--- src/rtl/mtep_pkg.sv ---
`timescale 1ns / 1ps
// ----------------------------------------------------------------------------
// mtep_pkg
// Shared types, codes and helper functions for the MIDI track event parser.
// ----------------------------------------------------------------------------
package mtep_pkg;

    // One input item: a raw byte of the track chunk body.
    typedef struct packed {
        logic [7:0] track_byte;
        logic       last_of_track;
    } t_item;

    // One result item.
    typedef struct packed {
        logic [1:0]  kind;
        logic [31:0] delta_ticks;
        logic [7:0]  status;
        logic [7:0]  data_first;
        logic [7:0]  data_second;
        logic [7:0]  meta_code;
        logic [31:0] meta_length;
        logic [7:0]  meta_byte;
        logic        last_meta_byte;
        logic        end_of_track;
    } t_result;

    // Result kinds.
    localparam logic [1:0] KIND_CHANNEL   = 2'd0;
    localparam logic [1:0] KIND_META_HDR  = 2'd1;
    localparam logic [1:0] KIND_META_DATA = 2'd2;
    localparam logic [1:0] KIND_ERROR     = 2'd3;

    // Special status bytes.
    localparam logic [7:0] ST_SYSEX      = 8'hF0;
    localparam logic [7:0] ST_SYSEX_ESC  = 8'hF7;
    localparam logic [7:0] ST_COMMON_LO  = 8'hF1;
    localparam logic [7:0] ST_COMMON_HI  = 8'hF6;
    localparam logic [7:0] ST_META       = 8'hFF;
    localparam logic [3:0] HI_NOTE_OFF   = 4'h8;
    localparam logic [3:0] HI_NOTE_ON    = 4'h9;

    // Parser phases.
    typedef enum logic [2:0] {
        PH_DELTA,
        PH_EVTYPE,
        PH_MIDI,
        PH_META_TYPE,
        PH_META_LEN,
        PH_META_DATA,
        PH_SYSEX_LEN,
        PH_SYSEX_DATA
    } t_phase;

    // Handshake controls from the top level to the parser core.
    typedef struct packed {
        logic fire;
        logic cfg_we;
        logic cfg_data;
    } t_core_ctrl;

    // Number of data bytes that follow a channel status byte.
    function automatic logic [1:0] data_count(input logic [7:0] st);
        logic [1:0] cnt;
        case (st[7:4])
            4'h8, 4'h9, 4'hA, 4'hB, 4'hE: cnt = 2'd2;
            4'hC, 4'hD: cnt = 2'd1;
            default: cnt = 2'd0;
        endcase
        return cnt;
    endfunction

    // Shift seven more bits into a variable-length value, keeping 32 bits.
    function automatic logic [31:0] vlq_shift(input logic [31:0] acc,
                                              input logic [7:0] b);
        return {acc[24:0], b[6:0]};
    endfunction

endpackage

--- src/rtl/midi_track_event_parser.sv ---
`timescale 1ns / 1ps
// ----------------------------------------------------------------------------
// midi_track_event_parser
// Parses a MIDI track chunk body, one byte per item, into channel, meta and
// error result items.
// ----------------------------------------------------------------------------
// Usage: feed the track body one byte per item and flag its final byte with
// last_of_track. Each byte is decoded between an input register and a result
// register, so the block sustains one item per clock when the consumer keeps
// i_ready high; each byte is held in the input register and its result in
// the result register. A stalled result only holds the input side once
// both registers are full. Bytes that finish no event give no result. The
// report_meta register is written through i_cfg_we / i_cfg_data and should
// only change while the block is idle.
module midi_track_event_parser (
    input  logic              i_clk,
    input  logic              i_rst_n,
    input  logic              i_valid,
    output logic              o_ready,
    input  mtep_pkg::t_item   i_item,
    output logic              o_valid,
    input  logic              i_ready,
    output mtep_pkg::t_result o_result,
    input  logic              i_cfg_we,
    input  logic              i_cfg_data
);
    import mtep_pkg::*;

    logic       in_valid;
    t_item      in_item;
    logic       can_load;
    logic       fire;
    logic       emit;
    t_result    core_result;
    t_core_ctrl ctrl;

    // The held byte is decoded when the result register can take its result.
    assign fire          = in_valid && can_load;
    assign ctrl.fire     = fire;
    assign ctrl.cfg_we   = i_cfg_we;
    assign ctrl.cfg_data = i_cfg_data;

    mtep_in_reg u_in_reg (
        .i_clk   (i_clk),
        .i_rst_n (i_rst_n),
        .i_valid (i_valid),
        .o_ready (o_ready),
        .i_item  (i_item),
        .i_take  (fire),
        .o_valid (in_valid),
        .o_item  (in_item)
    );

    mtep_core u_core (
        .i_clk    (i_clk),
        .i_rst_n  (i_rst_n),
        .i_ctrl   (ctrl),
        .i_item   (in_item),
        .o_emit   (emit),
        .o_result (core_result)
    );

    mtep_out_reg u_out_reg (
        .i_clk      (i_clk),
        .i_rst_n    (i_rst_n),
        .i_load     (fire && emit),
        .i_result   (core_result),
        .o_can_load (can_load),
        .o_valid    (o_valid),
        .i_ready    (i_ready),
        .o_result   (o_result)
    );

`ifndef NO_ASSERTIONS
    // A held byte that is not decoded stays in the input register.
    a_in_hold: assert property (@(posedge i_clk) disable iff (!i_rst_n)
        in_valid && !fire |=> in_valid)
        else $error("input item lost before decode");

    // A decoded byte with a result always shows up at the output.
    a_emit_out: assert property (@(posedge i_clk) disable iff (!i_rst_n)
        fire && emit |=> o_valid)
        else $error("result item dropped");

    // The input side only stalls while a byte waits for the result register.
    a_ready: assert property (@(posedge i_clk) disable iff (!i_rst_n)
        !o_ready |-> in_valid && o_valid && !i_ready)
        else $error("input stalled without cause");
`endif

endmodule

--- src/rtl/mtep_in_reg.sv ---
`timescale 1ns / 1ps
// ----------------------------------------------------------------------------
// mtep_in_reg
// Input register: captures one item and holds it until the core takes it.
// ----------------------------------------------------------------------------
module mtep_in_reg (
    input  logic           i_clk,
    input  logic           i_rst_n,
    input  logic           i_valid,
    output logic           o_ready,
    input  mtep_pkg::t_item i_item,
    input  logic           i_take,
    output logic           o_valid,
    output mtep_pkg::t_item o_item
);
    import mtep_pkg::*;

    logic  r_valid;
    t_item r_item;

    // The slot is free when empty or when its item leaves this cycle.
    assign o_ready = !r_valid || i_take;
    assign o_valid = r_valid;
    assign o_item  = r_item;

    // Valid flag.
    always_ff @(posedge i_clk) begin
        if (!i_rst_n) begin
            r_valid <= 1'b0;
        end else if (o_ready) begin
            r_valid <= i_valid;
        end
    end

    // Payload.
    always_ff @(posedge i_clk) begin
        if (o_ready && i_valid) begin
            r_item <= i_item;
        end
    end

endmodule

--- src/rtl/mtep_core.sv ---
`timescale 1ns / 1ps
// ----------------------------------------------------------------------------
// mtep_core
// Parser state and the single-pass decode of one track byte into at most
// one result item.
// ----------------------------------------------------------------------------
module mtep_core (
    input  logic                i_clk,
    input  logic                i_rst_n,
    input  mtep_pkg::t_core_ctrl i_ctrl,
    input  mtep_pkg::t_item     i_item,
    output logic                o_emit,
    output mtep_pkg::t_result   o_result
);
    import mtep_pkg::*;

    t_phase      r_phase, n_phase;
    logic [31:0] r_delta, n_delta;
    logic [31:0] r_length, n_length;
    logic [31:0] r_left, n_left;
    logic [7:0]  r_running, n_running;
    logic [7:0]  r_current, n_current;
    logic [7:0]  r_first, n_first;
    logic [7:0]  r_meta_code, n_meta_code;
    logic        r_error, n_error;
    logic        r_report_meta;

    // Next state and result for the byte in the input register.
    always_comb begin
        logic [7:0] b;
        logic       last;
        logic       more;
        logic       bad;
        logic       emit;
        logic [1:0] cnt;
        logic [7:0] st;
        t_result    res;

        b    = i_item.track_byte;
        last = i_item.last_of_track;
        more = 1'b0;
        bad  = 1'b0;
        emit = 1'b0;
        cnt  = 2'd0;
        st   = 8'd0;
        res  = '0;

        n_phase     = r_phase;
        n_delta     = r_delta;
        n_length    = r_length;
        n_left      = r_left;
        n_running   = r_running;
        n_current   = r_current;
        n_first     = r_first;
        n_meta_code = r_meta_code;
        n_error     = r_error;

        res.delta_ticks = r_delta;

        if (r_error) begin
            // Swallow bytes until the track ends.
            if (last) begin
                n_phase   = PH_DELTA;
                n_delta   = 32'd0;
                n_running = 8'd0;
                n_error   = 1'b0;
            end
        end else begin
            case (r_phase)
                PH_EVTYPE: begin
                    if (b == ST_SYSEX || b == ST_SYSEX_ESC) begin
                        n_running = 8'd0;
                        n_length  = 32'd0;
                        n_phase   = PH_SYSEX_LEN;
                        more      = 1'b1;
                    end else if (b >= ST_COMMON_LO && b <= ST_COMMON_HI) begin
                        n_running = 8'd0;
                    end else if (b == ST_META) begin
                        n_phase = PH_META_TYPE;
                        more    = 1'b1;
                    end else if (b[7]) begin
                        // Explicit channel status.
                        n_running = b;
                        n_current = b;
                        cnt = data_count(b);
                        if (cnt == 2'd0) begin
                            emit = 1'b1;
                            st   = b;
                        end else begin
                            n_left  = {30'd0, cnt};
                            n_phase = PH_MIDI;
                            more    = 1'b1;
                        end
                    end else begin
                        // Running status: this byte is the first data byte.
                        n_current = r_running;
                        cnt = data_count(r_running);
                        if (cnt == 2'd0) begin
                            bad = 1'b1;
                        end else if (cnt == 2'd1) begin
                            emit = 1'b1;
                            st   = r_running;
                            res.data_first = b;
                        end else begin
                            n_first = b;
                            n_left  = 32'd1;
                            n_phase = PH_MIDI;
                            more    = 1'b1;
                        end
                    end
                end
                PH_MIDI: begin
                    if (r_left >= 32'd2) begin
                        n_first = b;
                        n_left  = 32'd1;
                        more    = 1'b1;
                    end else if (data_count(r_current) == 2'd2) begin
                        emit = 1'b1;
                        st   = r_current;
                        res.data_first  = r_first;
                        res.data_second = b;
                    end else begin
                        emit = 1'b1;
                        st   = r_current;
                        res.data_first = b;
                    end
                end
                PH_META_TYPE: begin
                    n_meta_code = b;
                    n_length    = 32'd0;
                    n_phase     = PH_META_LEN;
                    more        = 1'b1;
                end
                PH_META_LEN: begin
                    n_length = vlq_shift(r_length, b);
                    if (b[7]) begin
                        more = 1'b1;
                    end else begin
                        emit = r_report_meta;
                        res.kind        = KIND_META_HDR;
                        res.meta_code   = r_meta_code;
                        res.meta_length = n_length;
                        if (n_length != 32'd0) begin
                            n_left  = n_length;
                            n_phase = PH_META_DATA;
                            more    = 1'b1;
                        end
                    end
                end
                PH_META_DATA: begin
                    emit = r_report_meta;
                    res.kind           = KIND_META_DATA;
                    res.meta_code      = r_meta_code;
                    res.meta_length    = r_length;
                    res.meta_byte      = b;
                    res.last_meta_byte = (r_left <= 32'd1);
                    if (r_left > 32'd1) begin
                        n_left = r_left - 32'd1;
                        more   = 1'b1;
                    end else begin
                        n_left = 32'd0;
                    end
                end
                PH_SYSEX_LEN: begin
                    n_length = vlq_shift(r_length, b);
                    if (b[7]) begin
                        more = 1'b1;
                    end else if (n_length != 32'd0) begin
                        n_left  = n_length;
                        n_phase = PH_SYSEX_DATA;
                        more    = 1'b1;
                    end
                end
                PH_SYSEX_DATA: begin
                    if (r_left > 32'd1) begin
                        n_left = r_left - 32'd1;
                        more   = 1'b1;
                    end else begin
                        n_left = 32'd0;
                    end
                end
                default: begin
                    // Delta time bytes.
                    n_delta = vlq_shift(r_delta, b);
                    n_phase = b[7] ? PH_DELTA : PH_EVTYPE;
                    more    = 1'b1;
                end
            endcase

            // Note-on with zero velocity becomes note-off.
            if (st[7:4] == HI_NOTE_ON && res.data_second == 8'd0) begin
                res.status = {HI_NOTE_OFF, st[3:0]};
            end else begin
                res.status = st;
            end

            if (more && last) begin
                bad = 1'b1;
            end

            if (bad) begin
                // Error result replaces anything this byte would have made.
                emit = 1'b1;
                res  = '0;
                res.kind         = KIND_ERROR;
                res.end_of_track = last;
                if (last) begin
                    n_phase   = PH_DELTA;
                    n_delta   = 32'd0;
                    n_running = 8'd0;
                    n_error   = 1'b0;
                end else begin
                    n_error = 1'b1;
                end
            end else begin
                res.end_of_track = last;
                if (!more) begin
                    // Event complete: start on the next delta time.
                    n_phase = PH_DELTA;
                    n_delta = 32'd0;
                    if (last) begin
                        n_running = 8'd0;
                        n_error   = 1'b0;
                    end
                end
            end
        end

        o_emit   = emit;
        o_result = res;
    end

    // Parser state, advanced once per consumed item.
    always_ff @(posedge i_clk) begin
        if (!i_rst_n) begin
            r_phase     <= PH_DELTA;
            r_delta     <= 32'd0;
            r_length    <= 32'd0;
            r_left      <= 32'd0;
            r_running   <= 8'd0;
            r_current   <= 8'd0;
            r_first     <= 8'd0;
            r_meta_code <= 8'd0;
            r_error     <= 1'b0;
        end else if (i_ctrl.fire) begin
            r_phase     <= n_phase;
            r_delta     <= n_delta;
            r_length    <= n_length;
            r_left      <= n_left;
            r_running   <= n_running;
            r_current   <= n_current;
            r_first     <= n_first;
            r_meta_code <= n_meta_code;
            r_error     <= n_error;
        end
    end

    // Meta reporting register.
    always_ff @(posedge i_clk) begin
        if (!i_rst_n) begin
            r_report_meta <= 1'b1;
        end else if (i_ctrl.cfg_we) begin
            r_report_meta <= i_ctrl.cfg_data;
        end
    end

endmodule

--- src/rtl/mtep_out_reg.sv ---
`timescale 1ns / 1ps
// ----------------------------------------------------------------------------
// mtep_out_reg
// Result register: holds one result item until the consumer takes it.
// ----------------------------------------------------------------------------
module mtep_out_reg (
    input  logic              i_clk,
    input  logic              i_rst_n,
    input  logic              i_load,
    input  mtep_pkg::t_result i_result,
    output logic              o_can_load,
    output logic              o_valid,
    input  logic              i_ready,
    output mtep_pkg::t_result o_result
);
    import mtep_pkg::*;

    logic    r_valid;
    t_result r_result;

    // A new result may enter when the slot is empty or being drained.
    assign o_can_load = !r_valid || i_ready;
    assign o_valid    = r_valid;
    assign o_result   = r_result;

    // Valid flag.
    always_ff @(posedge i_clk) begin
        if (!i_rst_n) begin
            r_valid <= 1'b0;
        end else if (o_can_load) begin
            r_valid <= i_load;
        end
    end

    // Payload.
    always_ff @(posedge i_clk) begin
        if (o_can_load && i_load) begin
            r_result <= i_result;
        end
    end

endmodule

--- config.mk ---
export PLATFORM = sky130hd
export DESIGN_NAME = midi_track_event_parser
export DESIGN_NICKNAME = d
export VERILOG_FILES = /design/src/rtl/mtep_pkg.sv /design/src/rtl/midi_track_event_parser.sv /design/src/rtl/mtep_in_reg.sv /design/src/rtl/mtep_core.sv /design/src/rtl/mtep_out_reg.sv
export SDC_FILE = /design/constraint.sdc
export NUM_CORES = 1
export LEC_CHECK = 0
export BUFFER_PORTS_ARGS = -buffer_cell sky130_fd_sc_hd__buf_2
export CAP_MARGIN = 20
export CORE_UTILIZATION = 60
export CTS_CLUSTER_SIZE = 24
export DETAILED_ROUTE_END_ITERATION = 6
export GPL_ROUTABILITY_DRIVEN = 0
export PLACE_DENSITY = 0.89
export SLEW_MARGIN = 20
export SYNTH_ARGS = -nofsm -noshare
export SYNTH_HDL_FRONTEND = slang
export SYNTH_SLANG_ARGS = --single-unit
--- constraint.sdc ---
create_clock -name i_clk -period 25.8 [get_ports i_clk]
set_clock_uncertainty 0.1 [all_clocks]
set_input_delay 5.16 -clock i_clk [delete_from_list [all_inputs] [get_ports i_clk]]
set_output_delay 5.16 -clock i_clk [all_outputs]
set_load 0.03 [all_outputs]
==> results.ini <==
[power]
p_leak_nw=4.36
finalPower_uw=804
peakVddDrop_v=0.0000633
powerDensity_mw_per_mm2=65.5

[setup_path]
cp-start-kind=input pin
r2r_start=u_in_reg.o_item[3]
cp_data_arrival_time_ns=5.71
crit_path_cell_trace=buf_2 -> nor2b_1 -> nand2_1 -> buf_2
crit_slowest_cell=nor2b_1
crit_top_cell=buf_2
crit_path_max_incr_delay_ns=0.18
cp.buffers_inverters=2
critical_path_class=in2out
critPathLaunch=i_ready
worstPathRequired_ns=20.54
path_max_fanout=3
cp-end-kind=output pin
critPathTopFamily=buffers and inverters

[yosys]
synth.cell_area_mm2=0.0108
synth_area_per_cell_um2=10.5
ys_top_cells_by_count=dfxtp_1, edfxtp_1, nand2_1
synth_edf_count=117
yosysMostFrequentCell=dfxtp_1
ys_warn_count=0
yosys-top-cells-area=edfxtp_1, dfxtp_1, a22o_1
syn-instance-count=1026
synthArstFlopShare_pct=0
yosysTopAreaCellShare_pct=32.5
yosysUniqueCellTypes=70
synth_top_area_cell=edfxtp_1
synth-main-ff-cell=dfxtp_1
synth_nets=1044
ys_seq_area_share_pct=57.5
synth_seq_cells=252

[job]
maxCapViolations=0

[global_route]
grtUsageTotal_pct=27.5
grt_max_degree=64
grt_overflow=0
grt_pass1_wl_um=40600
antenna_found_initial=0
grt_pass1_vias=7952

[floorplanning]
ios=125
die_h_um=136
core_region_area_mm2=0.0174
initial_utilization_pct=62.1
die_area_mm2=0.0186
row_count=48
die_x_um=136

[timing]
fin_setup_tns_ns=0
fmax_ghz=0.0911
maxSlewHeadroom_pct=35.6
period_share_pct=42.5
setup_viol=0
final.min_clock_period_ns=10.97
fin_ws_ns=14.83
grt_setup_unrepaired=false
drv_slew=0
fin_hold_ws_ns=0.354
finalHoldViolCount=0
tightestPinTransition_ns=0.961

[final_layout]
diodes=0
nNetsFinal=1134
final_area_mm2=0.0123
drive_gt1_share_pct=18.1
syn2layout_area_growth_pct=13.5

[placed_design]
port_buffers=124
place_ws_ns=14.83
placed_area_mm2=0.0115
dpl.hpwl_um=16200

[cts]
clkSinkCount=252
ctsHtreeMaxLevel=1
ctsHoldBuffers=0
clock_latency_ns=0.53
numCtsBuffers=24
ctsRootBufferMaster=clkbuf_16
cts_buffer_depth=3
cts_setup_buffers=0
cts_tree=done
path_clk_slew_ns=0.06
ctsResizeCount=0

[min_path]
hp-start=u_core.r_length[31]
hp-class=reg2reg

[detailed_routing]
wl_um=25600
drtIter0Drc=1140
drc_errors=0
drtPass1Iterations=6
wl_per_cell_um=18.8
viasPerCell=6.43
ant_nets=0
vias=8733

[outcome]
status=finished, final reports clean

worst reg2reg max path: stages, from the launching register on:
cell and delay, ns:
edfxtp_1 0.69, or4_4 0.64, nor4_4 0.31, a31oi_1 0.22, a2111oi_4 0.45, a21o_1 0.35
o211ai_1 0.45, nor3_1 0.38
power by group:
part / switching [mW] / internal, mW
Clock: 0.147 / 0.186
Sequential: 0.00659 / 0.424
Combinational: 0.0305 / 0.00966
sequential cells by signal, summed over array words and instances, names as in the netlist:
signal                flops
u_core.r_current          8
u_core.r_delta           32
u_core.r_error            1
u_core.r_first            8
u_core.r_left            32
u_core.r_length          32
u_core.r_meta_code        8
u_core.r_phase            3
u_core.r_report_meta      1
u_core.r_running          8
u_in_reg.o_item           9
u_in_reg.o_valid          1
u_out_reg.o_result      108
u_out_reg.o_valid         1
per-stage QoR:
step / instances / utilization [%]
5_1_grt: 1359 / 70.5
3_3_place_gp: 1314 / 66.1
6_report: 1359 / 70.5
4_1_cts: 1358 / 70.3
3_5_place_dp: 1314 / 66.1
2_1_floorplan: 1026 / -
logic make-up after synthesis:
| family | share of synthesized area (%) |
|---|---|
| buf+inv | 3.47 |
| mux | 2.00 |
| fa+ha+maj | 0.347 |
| compound gates | 18.7 |
| flops | 57.5 |
| xor+xnor | 0.729 |
| simple gates | 17.3 |
layout by cell type, fill, tap and decap left out, types with 5 or more instances in the layout:
cell type  netlist  layout
a211oi_1         7       7
a21o_1           7       7
a21oi_1         87      87
a221oi_1         7       7
a22o_1          72      72
a22oi_1         18      18
a31oi_1          6       5
and2_1          17      17
and3_1          13      12
buf_2            6     124
buf_4            0      13
clkbuf_1        59       9
clkbuf_16        0      24
dfxtp_1        135     135
edfxtp_1       117     117
inv_1           11      11
mux2_2           5       5
mux2i_1         16      16
nand2_1         97      97
nand2b_1         7       6
nand3_1         46      46
nand4_1          5       5
nor2_1          78      76
nor2b_1         35      35
nor3_1          24      24
nor4_1          10      10
o21ai_0         43      43
o31ai_1          8       8
xor2_1           6       6
path summary, 6_finish.rpt:
| path | end | slack, ns | cells past startpoint |
|---|---|---|---|
| min | u_core.r_length[31] | 0.35 | 2 |
| max reg2reg | u_out_reg.o_result[65] | 22.03 | 7 |
| max | o_ready | 14.83 | 4 |
| min reg2reg | u_core.r_length[31] | 0.35 | 2 |
layer usage:
metal	global-route usage, %	up-vias	routed length (µm)
met4	10.1	0	552
li1	-	3991	-
met2	42.0	502	11900
met3	4.74	53	2480
met5	0	-	0
met1	39.4	4187	10600
final cells by class:
| cell class | count | area (µm²) |
|---|---|---|
| fill | 1176 | 5150 |
| sequential | 252 | 6220 |
| clock inverter | 10 | 90.1 |
| multi-input combinational | 688 | 4260 |
| timing repair buffer | 138 | 733 |
| inverter | 12 | 45.0 |
| tap | 225 | 282 |
| clock buffer | 34 | 648 |
Power figures use the tool's default switching activity.
